## config.mk

```make
export PLATFORM = sky130hd
export DESIGN_NAME = cht_ram
export DESIGN_NICKNAME = d
export VERILOG_FILES = /design/src/rtl/core/cht_ram.sv
export SDC_FILE = /design/constraint.sdc
export NUM_CORES = 1
export LEC_CHECK = 0
export ABC_AREA = 0
export CORE_MARGIN = 2
export CORE_UTILIZATION = 40
export CTS_CLUSTER_SIZE = 14
export DETAILED_ROUTE_END_ITERATION = 8
export DONT_BUFFER_PORTS = 1
export SLEW_MARGIN = 20
export SYNTH_ARGS = -nofsm -noshare
export SYNTH_HDL_FRONTEND = slang
export SYNTH_SLANG_ARGS = --single-unit
```

## constraint.sdc

```tcl
create_clock -name clk -period 1.9 [get_ports clk]
set_clock_uncertainty 0.15 [all_clocks]
set_input_delay 0.285 -clock clk [delete_from_list [all_inputs] [get_ports clk]]
set_output_delay 0.285 -clock clk [all_outputs]
set_load 0.01 [all_outputs]
```

## src/rtl/core/cht_ram.sv

```systemverilog
`timescale 1ns / 1ps
module cht_ram #(
  parameter int WIDTH = 8,
  parameter int DEPTH = 16
) (
  input  logic                     clk,
  input  logic                     we,
  input  logic [$clog2(DEPTH)-1:0] waddr,
  input  logic [WIDTH-1:0]         wdata,
  input  logic [$clog2(DEPTH)-1:0] raddr,
  output logic [WIDTH-1:0]         rdata
);

  logic [WIDTH-1:0] mem [DEPTH];

  always_ff @(posedge clk) begin
    if (we) begin
      mem[waddr] <= wdata;
    end
    rdata <= mem[raddr];
  end

endmodule

```

==> results_dict.tcl <==
set metrics [dict create \
    p_total_mw 6.71 \
    finalCriticalPeriod_ns 1.53 \
    fmax_mhz 654 \
    worst_slack_ns 0.372 \
    placeableCoreArea_um2 12600 \
    cts_hold_buf 8 \
    reg2reg_from "mem[0][2]$_DFFE_PP_" \
    post_drt_via_cell_ratio 5.24 \
    outcome "finished clean" \
    setup_viol 0 \
    reg2reg_depth 3 \
    period_share 0.804 \
    synthesis.area_um2 5150 \
    vias 2354 \
    final_design_area_no_fill_um2 6070 \
    final-seq-area_um2 4000 \
    synthCells 229 \
    critPathLaunch "mem[0][2]$_DFFE_PP_" \
    insertion_delay_ns 0.41 \
    hold_depth 3 \
    final_common_cell "edfxtp_1" \
    track_usage 0.151 \
    gr-total-overflow 0 \
    fin_nets 282 \
    start_util 0.410 \
    gp_congestion 0.721 \
    hold_class "input port to register" \
    wirelength_um 9900 \
    drive_gt1_frac 0.242 \
    synth_nets 247 \
    multiInputGateArea_um2 1060 \
    grt_pass1_vias 2386 \
    drt-pass1-iter-count 4 \
    vdd_drop_max_mv 0.683 \
    slew_headroom 0.570 \
    row_count 41 \
    numClockSinks 136 \
    cts_buffers 17 \
    tns_ns 0 \
    ant_nets 0 \
    drt-wirelength-per-cell_um 22.0 \
    yosysSeqAreaShare 0.778 \
    rsz0062_at_grt "no" \
    hold_end "rdata[4]$_DFF_P_" \
    final_cell_mix "edfxtp_1 (128), mux4_2 (18), buf_4 (18)" \
    io_buffers 0 \
    cts_tree "done" \
    r2r_setup_slack_ns 0.37 \
    dpl_cell_area_um2 5420 \
    path_max_fanout 1 \
    ios 26 \
    path_clk_slew_ns 0.06 \
    postCtsSetupRepairBufs 0 \
    dp_slack_ns 0.327 \
    startpoint_type "register" \
    holdCritStartpoint "raddr[1]" \
    placed_cells 409 \
    worst_slew_pin_slew_ns 0.644 \
    die_x_um 117 \
    areaGrowthSynthToFinish_pct 17.9 \
    n_antenna_cell 0 \
    clk_path_buf_depth 2 \
    fillers 1015 \
    cts_root_buf "clkbuf_16" \
    power_density_nw_per_um2 1110 \
    crit_type "register to register" \
    finalHoldViolCount 0 \
    stdcell_count 449 \
    ctsResizeCount 0 \
    ys_types 19 \
    final_util 0.483 \
    grt_max_degree 33 \
    syn_avg_cell_area_um2 22.5 \
    cap_viol_max_count 0 \
    hold_ws_ns 0.0316 \
    r2r-end "rdata[2]$_DFF_P_" \
    ys_ff_latch 136 \
    antenna_found_initial 0 \
    design.die.area_um2 13800 \
    drcViolationCount 0 \
    drv_slew 0 \
    die_h_um 117 \
    post-dp-hpwl_um 6120 \
    ys_warn_count 0 \
    drtIter0Drc 173 \
    required_ns 2.04 \
    crit_path_end_kind "register" \
    p_leak_nw 2.01 \
    htree_levels 4 \
    critPathArrivalTime_ns 1.66 \
    grt_pass1_wl_um 14700 \
]
[worst max-delay path, stage by stage, from the launching register on]
cell	delay (ns)
edfxtp_1	0.35
mux4_1	0.50
a22oi_1	0.28
nand2_1	0.12
[power by group]
part	leakage, nW	switching (mW)	internal (mW)
Sequential	1.22	0.0324	3.36
Combinational	0.501	0.120	0.114
Clock	0.283	1.12	1.97
Total	2.01	1.27	5.44
[sequential cells by signal, indices dropped and copies added (netlist names)]
name / count
mem: 128
rdata: 8
[kinds of logic (layout without fill, tap and decap cells)]
kind of cell / count (synthesis) / count (layout) / share of synthesized area
buffers and inverters: 10 / 58 / 0.0168
AO/OA/AOI/OAI: 16 / 16 / 0.0233
multiplexers: 32 / 32 / 0.150
AND/OR/NAND/NOR: 35 / 35 / 0.0318
flip-flops: 136 / 136 / 0.778
[area by class of cell]
class	instances	area share
clock buffer	25	0.0833
multi-input combinational	83	0.175
clock inverter	7	0.0109
timing repair buffer	26	0.0355
tap	172	0.0355
sequential	136	0.660
[layer usage]
layer	wire length (um)	share of wire	track usage	vias up
met5	0	0	0	-
met4	142	0.014	0.0610	0
met3	618	0.062	0.0443	13
met2	4780	0.48	0.233	73
met1	4360	0.44	0.203	1226
li1	-	-	-	1042
[Yosys cell counts]
cell / instances / area [um^2]
nand2b_1: 2 / 12.5
nor3_1: 4 / 20.0
mux4_2: 18 / 405
nor2_1: 13 / 48.8
nand3b_1: 2 / 15.0
buf_2: 3 / 15.0
clkdlybuf4s25_2: 3 / 30.0
buf_4: 1 / 7.51
nor2b_1: 1 / 6.26
edfxtp_1: 128 / 3840
dfxtp_1: 8 / 160
nand2_1: 9 / 33.8
and2_1: 1 / 6.26
buf_6: 3 / 33.8
and2b_1: 1 / 7.51
nand3_1: 1 / 5.00
or3b_2: 1 / 8.76
a22oi_1: 16 / 120
mux4_1: 14 / 368
[worst max path at each step]
stage / to / cells after the start
finish: rdata[2]$_DFF_P_ / 3
detailed placement: mem[3][3]$_DFFE_PP_ / 3
floorplan: mem[3][0]$_DFFE_PP_ / 2
CTS: rdata[2]$_DFF_P_ / 3
global route: rdata[2]$_DFF_P_ / 3
global placement: mem[0][0]$_DFFE_PP_ / 3
No activity file was read; power rests on OpenSTA's default activity.
