`src/rtl/core/cht_pkg.sv`:
```
`timescale 1ns / 1ps
package cht_pkg;

  localparam int BUCKETS       = 256;
  localparam int NODES         = 1024;
  localparam int PAYLOAD_WIDTH = 64;

  localparam int KEY_W    = 32;
  localparam int VALUE_W  = 64;
  localparam int CFG_W    = 9;
  localparam int STATUS_W = 3;

  localparam int BKT_AW   = $clog2(BUCKETS);
  localparam int NODE_AW  = $clog2(NODES);
  localparam int PTR_W    = $clog2(NODES + 1);
  localparam int DIV_W    = $clog2(BUCKETS + 1);
  localparam int CNT_W    = $clog2(KEY_W + 1);
  localparam int NODE_W   = KEY_W + PAYLOAD_WIDTH + PTR_W;

  localparam logic [CFG_W-1:0] BUCKET_CNT_RST = CFG_W'(256);

  typedef enum logic [STATUS_W-1:0] {
    ST_INSERTED  = 3'd0,
    ST_UPDATED   = 3'd1,
    ST_FOUND     = 3'd2,
    ST_NOT_FOUND = 3'd3,
    ST_POOL_FULL = 3'd4
  } status_t;

  typedef enum logic {
    ACT_INSERT = 1'b0,
    ACT_SEARCH = 1'b1
  } action_t;

endpackage

```
`src/rtl/core/cht_mod.sv`:
```
`timescale 1ns / 1ps
// Restoring remainder unit: one dividend bit per cycle.
module cht_mod (
  input  logic                        clk,
  input  logic                        rst_n,
  input  logic                        start,
  input  logic [cht_pkg::KEY_W-1:0]   dividend,
  input  logic [cht_pkg::DIV_W-1:0]   divisor,
  output logic                        done,
  output logic [cht_pkg::DIV_W-1:0]   remainder
);
  import cht_pkg::*;

  logic             busy_r;
  logic             done_r;
  logic [CNT_W-1:0] cnt_r;
  logic [KEY_W-1:0] dvd_r;
  logic [DIV_W-1:0] div_r;
  logic [DIV_W-1:0] rem_r;

  logic [DIV_W:0]   trial;
  logic [DIV_W:0]   diff;
  logic [DIV_W-1:0] rem_step;

  // Shift in the next dividend bit, subtract when the divisor fits.
  always_comb begin
    trial    = {rem_r, dvd_r[KEY_W-1]};
    diff     = trial - {1'b0, div_r};
    rem_step = (trial >= {1'b0, div_r}) ? diff[DIV_W-1:0] : trial[DIV_W-1:0];
  end

  always_ff @(posedge clk) begin
    if (!rst_n) begin
      busy_r <= 1'b0;
      done_r <= 1'b0;
      cnt_r  <= '0;
    end else begin
      done_r <= 1'b0;
      if (start) begin
        busy_r <= 1'b1;
        cnt_r  <= CNT_W'(KEY_W);
      end else if (busy_r) begin
        cnt_r <= cnt_r - CNT_W'(1);
        if (cnt_r == CNT_W'(1)) begin
          busy_r <= 1'b0;
          done_r <= 1'b1;
        end
      end
    end
  end

  always_ff @(posedge clk) begin
    if (start) begin
      dvd_r <= dividend;
      div_r <= divisor;
      rem_r <= '0;
    end else if (busy_r) begin
      dvd_r <= {dvd_r[KEY_W-2:0], 1'b0};
      rem_r <= rem_step;
    end
  end

  assign done      = done_r;
  assign remainder = rem_r;

endmodule

```
`config.mk`:
```
export PLATFORM = sky130hd
export DESIGN_NAME = cht_mod
export DESIGN_NICKNAME = d
export VERILOG_FILES = /design/src/rtl/core/cht_pkg.sv /design/src/rtl/core/cht_mod.sv
export SDC_FILE = /design/constraint.sdc
export NUM_CORES = 1
export LEC_CHECK = 0
export BUFFER_PORTS_ARGS = -buffer_cell sky130_fd_sc_hd__buf_2
export CAP_MARGIN = 30
export CORE_MARGIN = 5
export CORE_UTILIZATION = 30
export CTS_CLUSTER_SIZE = 12
export DETAILED_ROUTE_END_ITERATION = 8
export GPL_ROUTABILITY_DRIVEN = 0
export PLACE_DENSITY = 0.59
export SYNTH_ARGS = -nofsm -noshare
export SYNTH_HDL_FRONTEND = slang
export SYNTH_SLANG_ARGS = --single-unit
export TNS_END_PERCENT = 50
```
`constraint.sdc`:
```
create_clock -name clk -period 2.6 [get_ports clk]
set_input_delay 0.39 -clock clk [delete_from_list [all_inputs] [get_ports clk]]
set_output_delay 0.39 -clock clk [all_outputs]
set_load 0.02 [all_outputs]
```
==> results of run 1 <==
==> power groups by stage <==
stage          registers (mW)  clock network (mW)  logic [mW]
6_report                 1.13               0.881       0.416
5_1_grt                  1.14               0.955       0.461
4_1_cts                  1.13               0.913       0.418
3_5_place_dp             1.15                   0       0.416
3_3_place_gp             1.15                   0       0.411
2_1_floorplan            1.15                   0       0.292
==> through the flow <==
step	setup slack, ns	instance area (um2)
2_1_floorplan	0.349	2820
3_3_place_gp	0.309	3230
3_5_place_dp	0.218	3230
4_1_cts	0.185	3440
5_1_grt	0.0855	3440
6_report	0.292	3440
==> per-layer routing <==
layer  GRT usage, %  vias up  part of all wire, %
met2           14.5       49                   44
li1               -      949                    -
met1           12.6      890                   47
met4           4.38        0                  1.1
met3           4.15        8                  7.6
met5              0        -                    0
==> cells in the mapped netlist, drive strengths merged, types with 2 or more instances <==
master	number	area [um2]
edfxtp	41	1230
mux2	32	360
dfxtp	17	340
nor2	17	63.8
inv	15	56.3
ha	11	138
a21oi	9	45.0
nand2	9	33.8
a211oi	8	60.1
clkbuf	6	22.5
xor2	6	52.6
mux2i	4	40.0
nand3	4	20.0
nor3	4	25.0
buf	3	20.0
nand2b	3	18.8
o21a	3	22.5
or3	3	20.0
xnor2	3	26.3
a211o	2	17.5
a311oi	2	17.5
a31o	2	17.5
and2b	2	15.0
==> final timing paths <==
check	start	end	slack [ns]	cells after the start
setup / recovery	dvd_r[31]$_DFFE_PP_	remainder[1]$_SDFFE_PP0P_	0.29	10
hold / removal	divisor[5]	div_r[5]$_DFFE_PP_	0.24	1
setup reg to reg	dvd_r[31]$_DFFE_PP_	remainder[1]$_SDFFE_PP0P_	0.29	10
hold reg to reg	cnt_r[1]$_SDFFE_PP0P_	cnt_r[1]$_SDFFE_PP0P_	0.49	2
==> layout make-up <==
class / instances / area, um2
clock buffers: 10 / 128
flip-flops and latches: 58 / 1570
repair buffers: 58 / 315
clock inverters: 6 / 81.3
multi-input cells: 142 / 1150
fillers: 929 / 5760
inverters: 15 / 56.3
well taps: 111 / 139
==> sequential cells by signal, indices dropped and copies added (netlist names) <==
register	count
done	1
busy_r	1
dvd_r	32
cnt_r	6
div_r	9
remainder	9
==> logic make-up (layout without fill, tap and decap cells) <==
| family | after synthesis | after routing | synth area share, % |
|---|---|---|---|
| multiplexers | 36 | 36 | 14.2 |
| buffers and inverters | 24 | 89 | 3.51 |
| AO/OA/AOI/OAI | 34 | 34 | 8.71 |
| AND/OR/NAND/NOR | 51 | 51 | 9.33 |
| flip-flops | 58 | 58 | 55.8 |
| XOR/XNOR | 9 | 9 | 2.80 |
| adder cells (fa/ha/maj) | 12 | 12 | 5.60 |
==> placed cells by master (no fill, tap or decap), types with 3 or more instances in the layout <==
cell	Yosys	routed
sky130_fd_sc_hd__nand2_1	9	9
sky130_fd_sc_hd__xor2_1	6	6
sky130_fd_sc_hd__mux2i_1	4	4
sky130_fd_sc_hd__dfxtp_1	17	17
sky130_fd_sc_hd__mux2_2	32	32
sky130_fd_sc_hd__a21oi_1	9	8
sky130_fd_sc_hd__o21a_1	3	3
sky130_fd_sc_hd__nand3_1	4	4
sky130_fd_sc_hd__buf_2	1	53
sky130_fd_sc_hd__a211oi_1	8	8
sky130_fd_sc_hd__inv_1	15	15
sky130_fd_sc_hd__edfxtp_1	41	41
sky130_fd_sc_hd__buf_4	0	4
sky130_fd_sc_hd__nand2b_1	3	3
sky130_fd_sc_hd__nor3_1	3	3
sky130_fd_sc_hd__clkbuf_8	0	9
sky130_fd_sc_hd__xnor2_1	3	3
sky130_fd_sc_hd__nor2_1	17	17
sky130_fd_sc_hd__ha_1	11	11
==> repair_timing <==
action                                  in CTS  in global routing
gates resized for setup                      0                  1
buffers inserted                             0                  0
hold buffers                                 0                  0
endpoints found under the setup margin       0                  4
==> flow_metrics.py, run 1 <==
metrics = {
    "synth": {
        "yosys_most_used_dff": "sky130_fd_sc_hd__edfxtp_1",
        "yosysWarnings": 0,
        "ys_types": 45,
        "synth_nets": 280,
        "yosysSeqAreaShare_pct": 55.8,
        "postSynthCellCount": 224,
        "synth.cell_area_um2": 2820,
        "synth_enable_flop_cells": 41,
        "postSynthRegisterBits": 58,
        "synth-async-reset-ratio_pct": 0,
        "postSynthAreaPerCell_um2": 12.6,
    },
    "clocking": {
        "cts_num_sinks": 58,
        "tritoncts": "yes",
        "clock_insertion_delay_worst_skew_ns": 0.32,
        "ctsHtreeMaxLevel": 3,
        "clk_path_buf_depth": 2,
        "worst_setup_hold_path_clk_slew_ns": 0.06,
        "cts.root.buffer_cell": "sky130_fd_sc_hd__clkbuf_8",
        "cts_buffers": 9,
    },
    "pwr": {
        "power.switching_mw": 0.603,
        "share_clk_of_total_power_pct": 36.3,
        "p_seq_share_pct": 46.6,
        "power.density_cell_area_nw_per_um2": 706,
        "p_total_mw": 2.43,
        "worst_vdd_ir_mv": 0.317,
        "power.static_leakage_nw": 1.42,
        "power_switching_share_pct": 24.8,
        "power.share.combinational_pct": 17.1,
        "intPower_mw": 1.82,
    },
    "floorplanning": {
        "placement_rows": 35,
        "die_width_um": 107,
        "core_um2": 9200,
        "floorplan.io_pins": 54,
        "initial_core_util_pct": 30.6,
        "die_height_um": 107,
        "die_area_um2": 11400,
    },
    "placed_design": {
        "numPlacedInstances": 384,
        "dp_hpwl_um": 3980,
        "port-buffer-count": 53,
    },
    "critical_path": {
        "crit_path_end_kind": "flop",
        "critical_path_peak_fanout": 12,
        "crit_type": "reg -> reg",
        "path_delay_family": "adder cells",
        "timing.critical_path.slowest_cell_delay_ns": 0.41,
        "worst_ep_arrival_time_ns": 2.49,
        "timing.critical_path.cells": "inv_1 > ha_1 > inv_1 > fa_1 > a21oi_2 > a211oi_1 > nor3_2 > buf_4 > mux2i_1 > a211oi_1",
        "kind_of_start_point_of_the_critical_path": "flop",
        "critPathBufInv": 3,
        "required_worst_endpoint_ns": 2.78,
        "crit_path_top_delay_cell": "sky130_fd_sc_hd__fa_1",
    },
    "finish": {
        "fin_cells": 400,
        "finish.net_count": 340,
        "antenna_cells": 0,
        "area.growth.synth_to_final_pct": 22.2,
        "finalCoreUtilization_pct": 37.4,
        "drive_gt1_share_pct": 38.4,
    },
    "grt": {
        "gr-usage-all-layers_pct": 9.86,
        "number_of_global_route_vias_before_repair": 1936,
        "grt_start_max_net_pins": 22,
        "global_route.overflow_total": 0,
        "grt_antenna_before_repair": 0,
        "first_pass_grt_wire_length_um": 8910,
    },
    "min_path": {
        "min-delay-path-class": "in -> reg",
    },
    "drt": {
        "route.final.wire_length_um": 5440,
        "drt_pass1_iterations": 4,
        "wl_per_cell_um": 13.6,
        "drtIter0Drc": 72,
        "vias": 1896,
        "ant_nets": 0,
        "remaining_drcs": 0,
        "drt-vias-per-instance": 4.74,
    },
    "flow_run": {
        "max_cap_violations": 0,
    },
    "timing": {
        "final.min_clock_period_ns": 2.31,
        "rsz_0062_raised_after_global_routing": "no",
        "hold_viol": 0,
        "report.final.setup_viol": 0,
        "slew_violations": 0,
        "finalClockSkew_ns": 0.00563,
        "final_min_period_over_clock_period_pct": 88.8,
        "timing.hold.ws_ns": 0.238,
        "slew_headroom_pct": 69.9,
        "timing_worst_slew_pin_value_ns": 0.451,
        "fmaxAchievable_ghz": 0.433,
        "fin_tns_setup_ns": 0,
    },
    "run_status": {
        "status": "finished clean",
    },
}
(Power assumes the default switching activity.)
==> run 2, diff against run 1 <==
--- a/config.mk
+++ b/config.mk
@@ -12,7 +12,7 @@
 export CTS_CLUSTER_SIZE = 12
 export DETAILED_ROUTE_END_ITERATION = 8
 export GPL_ROUTABILITY_DRIVEN = 0
-export PLACE_DENSITY = 0.59
+export PLACE_DENSITY = 0.6
 export SYNTH_ARGS = -nofsm -noshare
 export SYNTH_HDL_FRONTEND = slang
 export SYNTH_SLANG_ARGS = --single-unit
==> constraint.sdc (replaced) <==
create_clock -name clk -period 1.95 [get_ports clk]
set_input_delay 0.2925 -clock clk [delete_from_list [all_inputs] [get_ports clk]]
set_output_delay 0.2925 -clock clk [all_outputs]
set_load 0.02 [all_outputs]
==> run 2 against run 1 <==
- the run now ends with setup timing left
- sequential power up 33%
- critical path type unchanged
- worst hold slack got worse by 0.11 ns
- via count rose by 5.6%
- critical path depth unchanged
- cell count grew 5.8%
- power rose by 41%
- setup slack worse by 0.40 ns
- design area increased by 8.0%
- core utilization is 3.0 points higher
- sequential share of layout area decreased by 3.3 points
- largest power group unchanged
- highest routed layer unchanged
==> flow_metrics.py, run 2 (synthesized netlist as in run 1, its figures left out) <==
metrics = {
    "clocking": {
        "cts.hold.buffers_added": 0,
        "clk_path_buf_depth": 2,
        "cts_num_sinks": 58,
        "ctsHtreeMaxLevel": 3,
        "cts.root.buffer_cell": "sky130_fd_sc_hd__clkbuf_8",
        "cts_buffers": 9,
        "tritoncts": "yes",
        "clock_insertion_delay_worst_skew_ns": 0.34,
        "worst_setup_hold_path_clk_slew_ns": 0.07,
    },
    "drt": {
        "ant_nets": 0,
        "remaining_drcs": 0,
        "drtIter0Drc": 36,
        "drt_pass1_iterations": 4,
        "wl_per_cell_um": 13.9,
        "route.final.wire_length_um": 5870,
        "vias": 2002,
        "drt-vias-per-instance": 4.73,
    },
    "finish": {
        "max_reg_flops": 32,
        "mostFrequentLayoutCells": "sky130_fd_sc_hd__buf_2, sky130_fd_sc_hd__edfxtp_1, sky130_fd_sc_hd__mux2_2, sky130_fd_sc_hd__buf_4",
        "final.fill_count": 903,
        "largest_register": "dvd_r",
        "area.growth.synth_to_final_pct": 31.9,
        "design_area_um2": 3710,
        "drive_gt1_share_pct": 47.9,
        "finish.net_count": 362,
        "layout.cells.most_common": "sky130_fd_sc_hd__buf_2",
    },
    "pwr": {
        "power.share.combinational_pct": 20.4,
        "p_seq_share_pct": 43.6,
        "share_clk_of_total_power_pct": 36.0,
        "power.static_leakage_nw": 1.53,
        "power_switching_share_pct": 26.1,
        "power.switching_mw": 0.897,
        "intPower_mw": 2.54,
        "worst_vdd_ir_mv": 0.426,
        "power.density_cell_area_nw_per_um2": 924,
        "p_total_mw": 3.43,
    },
    "critical_path": {
        "required_worst_endpoint_ns": 2.19,
        "timing.critical_path.slowest_cell_delay_ns": 0.38,
        "crit_path_end_kind": "flop",
        "kind_of_start_point_of_the_critical_path": "flop",
        "crit_path_top_delay_cell": "sky130_fd_sc_hd__edfxtp_1",
        "timing.critical_path.cells": "inv_2 > ha_4 > inv_2 > fa_2 > a21oi_4 > a211oi_2 > nor3_4 > buf_6 > nand2_1 > a311oi_1",
        "critical_path_peak_fanout": 6,
        "crit_type": "reg -> reg",
        "most_used_cell_along_the_critical_path": "sky130_fd_sc_hd__inv_2",
        "worst_ep_arrival_time_ns": 2.30,
    },
    "grt": {
        "global_route.overflow_total": 0,
        "grt_antenna_before_repair": 1,
        "grt_start_max_net_pins": 26,
        "first_pass_grt_wire_length_um": 9670,
        "number_of_global_route_vias_before_repair": 2067,
        "gr-usage-all-layers_pct": 10.8,
    },
    "floorplanning": {
        "placement_rows": 35,
        "initial_core_util_pct": 30.6,
        "floorplan.io_pins": 54,
        "die_area_um2": 11400,
        "core_um2": 9200,
        "die_height_um": 107,
        "die_width_um": 107,
    },
    "timing": {
        "final.min_clock_period_ns": 2.06,
        "worst_slack_ns": -0.105,
        "rsz_0062_raised_after_global_routing": "yes",
        "final_min_period_over_clock_period_pct": 105,
        "report.final.setup_viol": 9,
        "slew_violations": 0,
        "hold_viol": 0,
        "timing_worst_slew_pin_value_ns": 0.361,
        "slew_headroom_pct": 75.9,
        "finalClockSkew_ns": 0.00853,
        "fmaxAchievable_ghz": 0.487,
    },
    "run_status": {
        "status": "complete, but fails checks",
        "failed_checks": "setup timing",
    },
    "flow_run": {
        "max_cap_violations": 0,
    },
    "placed_design": {
        "port-buffer-count": 53,
        "placedInstanceArea_um2": 3450,
        "detailedPlace.worstSlack_ns": -0.139,
        "dp_hpwl_um": 4290,
    },
    "min_path": {
        "min-delay-path-class": "in -> reg",
    },
}
run 2: cell count changes in the layout (fill, tap and decap cells not counted), sizes merged:
| cell | before | now |
|---|---|---|
| buf | 58 | 80 |
| clkinv | 4 | 2 |
| clkinvlp | 0 | 2 |
| clkbuf | 10 | 9 |
| diode | 0 | 1 |
| inv | 15 | 16 |
run 2: per-layer routing:
layer / routed length, um / vias up / track usage (%)
met5: 0 / - / 0
met4: 109 / 0 / 4.11
met3: 436 / 8 / 5.18
met2: 2700 / 53 / 17.4
met1: 2630 / 952 / 12.5
li1: - / 989 / -
run 2: cell type report:
class                   instances  area, um2  share of cell area [%]
repair buffers                 80        500                    13.5
well taps                     111        139                    3.74
diodes                          1       2.50                  0.0674
clock inverters                 7       92.6                    2.49
clock buffers                   9        124                    3.34
multi-input cells             142       1230                    33.0
inverters                      15       56.3                    1.52
flip-flops and latches         58       1570                    42.4
run 2: final timing paths:
kind              slack, ns  depth (start not counted)             startpoint                        end
setup / recovery      -0.11                         10    dvd_r[31]$_DFFE_PP_  remainder[5]$_SDFFE_PP0P_
hold / removal         0.13                          1             divisor[3]         div_r[3]$_DFFE_PP_
setup reg to reg      -0.11                         10    dvd_r[31]$_DFFE_PP_  remainder[5]$_SDFFE_PP0P_
hold reg to reg        0.50                          2  cnt_r[1]$_SDFFE_PP0P_      cnt_r[1]$_SDFFE_PP0P_
run 2: per-stage QoR:
step                      cells  TNS [ns]  hold slack [ns]  util [%]
after floorplan             224    -0.413            0.391         -
after global placement      405    -0.488            0.471      37.5
after detailed placement    405    -0.809            0.471      37.5
after CTS                   421    -0.864            0.109      39.9
after global routing        423     -1.56            0.106      40.4
final                       423    -0.660            0.127      40.4
run 2: what timing repair did:
item,in CTS,in global routing
setup endpoints to repair,8,9
gates resized for setup,2,9
buffers inserted,0,1
cloned,0,0
pin swaps,0,7
run 2: power by group through the flow:
| stage | registers [mW] | logic (mW) | clock network [mW] |
|---|---|---|---|
| after global placement | 1.52 | 0.662 | 0 |
| after floorplan | 1.54 | 0.420 | 0 |
| after global routing | 1.51 | 0.775 | 1.33 |
| after CTS | 1.50 | 0.678 | 1.27 |
| final | 1.50 | 0.701 | 1.23 |
| after detailed placement | 1.52 | 0.672 | 0 |
run 2: critical path: cells and delay by family (launching register included):
kind / cells / cell delay, ns
AO/OA/AOI/OAI: 3 / 0.52
adder cells (fa/ha/maj): 2 / 0.50
flip-flops: 1 / 0.38
buffers and inverters: 3 / 0.28
AND/OR/NAND/NOR: 2 / 0.27
==> run 3, diff against run 2 <==
--- a/config.mk
+++ b/config.mk
@@ -12,7 +12,7 @@
 export CTS_CLUSTER_SIZE = 12
 export DETAILED_ROUTE_END_ITERATION = 8
 export GPL_ROUTABILITY_DRIVEN = 0
-export PLACE_DENSITY = 0.6
+export PLACE_DENSITY = 0.59
 export SYNTH_ARGS = -nofsm -noshare
 export SYNTH_HDL_FRONTEND = slang
 export SYNTH_SLANG_ARGS = --single-unit
==> constraint.sdc (replaced) <==
create_clock -name clk -period 2.4 [get_ports clk]
set_input_delay 0.36 -clock clk [delete_from_list [all_inputs] [get_ports clk]]
set_output_delay 0.36 -clock clk [all_outputs]
set_load 0.02 [all_outputs]
==> run 3 against run 2 <==
- clock skew up 0.0022 ns
- the run now ends clean
- die area unchanged
- cell count down 5.2%
- clock power down 11%
- highest routed layer unchanged
- critical endpoint is now remainder[0]$_SDFFE_PP0P_
- critical path type unchanged
- via count down 5.8%
- worst hold slack better by 0.074 ns
==> flow_metrics.py, run 3 (synthesized netlist as in run 1, its figures left out) <==
metrics = {
    "flow_run": {
        "max_cap_violations": 0,
    },
    "clocking": {
        "cts_num_sinks": 58,
        "worst_setup_hold_path_clk_slew_ns": 0.07,
        "cts.root.buffer_cell": "sky130_fd_sc_hd__clkbuf_8",
        "ctsHtreeMaxLevel": 3,
        "post_cts_buffers": 0,
        "cts_buffers": 9,
        "clock_insertion_delay_worst_skew_ns": 0.33,
        "tritoncts": "yes",
        "clk_path_buf_depth": 2,
    },
    "placed_design": {
        "port-buffer-count": 53,
        "placedInstanceArea_um2": 3230,
        "dp_hpwl_um": 3880,
    },
    "pwr": {
        "share_clk_of_total_power_pct": 39.5,
        "power.share.combinational_pct": 16.5,
        "power_switching_share_pct": 24.6,
        "power.switching_mw": 0.683,
        "power.static_leakage_nw": 1.44,
        "p_seq_share_pct": 44.0,
        "worst_vdd_ir_mv": 0.302,
        "intPower_mw": 2.09,
        "p_total_mw": 2.77,
        "power.density_cell_area_nw_per_um2": 797,
    },
    "finish": {
        "largest_register": "dvd_r",
        "max_reg_flops": 32,
        "finish.net_count": 341,
        "drive_gt1_share_pct": 39.7,
        "layout.cells.most_common": "sky130_fd_sc_hd__buf_2",
        "antenna_cells": 0,
        "finalCoreUtilization_pct": 37.8,
        "area.growth.synth_to_final_pct": 23.6,
        "design_area_um2": 3480,
        "mostFrequentLayoutCells": "sky130_fd_sc_hd__buf_2, sky130_fd_sc_hd__edfxtp_1, sky130_fd_sc_hd__mux2_2, sky130_fd_sc_hd__nor2_1, sky130_fd_sc_hd__dfxtp_1",
    },
    "drt": {
        "route.final.wire_length_um": 5390,
        "remaining_drcs": 0,
        "drt-vias-per-instance": 4.70,
        "drt_pass1_iterations": 4,
        "vias": 1886,
        "drtIter0Drc": 62,
        "wl_per_cell_um": 13.4,
        "ant_nets": 0,
    },
    "timing": {
        "report.final.setup_viol": 0,
        "final_min_period_over_clock_period_pct": 95.5,
        "rsz_0062_raised_after_global_routing": "no",
        "timing_worst_slew_pin_value_ns": 0.782,
        "final.min_clock_period_ns": 2.29,
        "slew_headroom_pct": 47.9,
        "fmaxAchievable_ghz": 0.436,
        "slew_violations": 0,
        "hold_viol": 0,
        "fin_tns_setup_ns": 0,
        "finalClockSkew_ns": 0.0107,
    },
    "floorplanning": {
        "initial_core_util_pct": 30.6,
        "floorplan.io_pins": 54,
        "core_um2": 9200,
        "die_area_um2": 11400,
        "die_width_um": 107,
        "die_height_um": 107,
        "placement_rows": 35,
    },
    "grt": {
        "grt_use_met3_pct": 4.15,
        "grt_antenna_before_repair": 0,
        "grt_util_met1_pct": 13.2,
        "gr-usage-all-layers_pct": 9.83,
        "busiest_layer": "met2",
        "grt_start_max_net_pins": 39,
        "met2_usage_pct": 13.4,
        "number_of_global_route_vias_before_repair": 1832,
        "first_pass_grt_wire_length_um": 8730,
        "global_route.overflow_total": 0,
    },
    "min_path": {
        "worst_hold_start": "divisor[5]",
        "min-delay-path-class": "in -> reg",
        "hold-path-endpoint": "div_r[5]$_DFFE_PP_",
        "worstHoldPathCells": 1,
    },
    "critical_path": {
        "worst_ep_arrival_time_ns": 2.53,
        "required_worst_endpoint_ns": 2.64,
        "crit_type": "reg -> reg",
        "crit_path_start": "dvd_r[31]$_DFFE_PP_",
        "critical_path_peak_fanout": 2,
        "ff2ff_setup_slack_ns": 0.11,
        "number_of_cell_instances_on_the_worst_register_to_register_path": 9,
        "kind_of_start_point_of_the_critical_path": "flop",
        "timing.rr.start": "dvd_r[31]$_DFFE_PP_",
        "r2r_end": "remainder[0]$_SDFFE_PP0P_",
        "crit_path_end_kind": "flop",
    },
    "run_status": {
        "status": "finished clean",
    },
}
-- run 3: final cells by class --
cell class	count	area (um2)
clock buffer	9	124
clock inverter	7	118
fill	923	5720
inverter	15	56.3
multi-input combinational	142	1150
sequential	58	1570
tap	111	139
timing repair buffer	59	323
-- run 3: repair_timing --
action / in CTS / in global routing
hold buffers: 0 / 0
gates resized for setup: 0 / 1
hold endpoints to repair: 0 / 0
endpoints found under the setup margin: 0 / 6
-- run 3: per-layer routing --
layer	vias up	share of wire, %
met4	0	2.0
li1	950	-
met3	10	8.3
met2	47	42
met5	-	0
met1	879	48
-- run 3: power by group through the flow --
stage / Combinational, mW / Sequential, mW / Clock [mW]
2_1_floorplan: 0.316 / 1.25 / 0
3_3_place_gp: 0.451 / 1.24 / 0
3_5_place_dp: 0.458 / 1.24 / 0
4_1_cts: 0.461 / 1.22 / 1.12
5_1_grt: 0.510 / 1.23 / 1.17
6_report: 0.456 / 1.22 / 1.10
-- run 3: worst max path at each step --
stage	endpoint	slack [ns]	cells past startpoint
after global routing	remainder[1]$_SDFFE_PP0P_	0.005	10
final	remainder[0]$_SDFFE_PP0P_	0.11	9
after global placement	remainder[1]$_SDFFE_PP0P_	0.26	10
after detailed placement	remainder[0]$_SDFFE_PP0P_	0.14	9
after floorplan	remainder[0]$_SDFFE_PP0P_	0.15	9
after CTS	remainder[0]$_SDFFE_PP0P_	0.11	9
-- run 3: through the flow --
| stage | setup WS, ns | std cells | hold slack, ns |
|---|---|---|---|
| 2_1_floorplan | 0.149 | 224 | 0.459 |
| 3_3_place_gp | 0.256 | 385 | 0.475 |
| 3_5_place_dp | 0.138 | 385 | 0.484 |
| 4_1_cts | 0.112 | 401 | 0.179 |
| 5_1_grt | 0.00475 | 401 | 0.182 |
| 6_report | 0.107 | 401 | 0.200 |
-- run 3: worst max-delay path, stage by stage (launching register included) --
cell	delay [ns]
sky130_fd_sc_hd__edfxtp_1	0.36
sky130_fd_sc_hd__inv_1	0.08
sky130_fd_sc_hd__ha_1	0.17
sky130_fd_sc_hd__inv_1	0.06
sky130_fd_sc_hd__fa_1	0.41
sky130_fd_sc_hd__a21oi_2	0.17
sky130_fd_sc_hd__a211oi_1	0.10
sky130_fd_sc_hd__nor3_2	0.23
sky130_fd_sc_hd__mux2_2	0.36
sky130_fd_sc_hd__a211oi_1	0.25
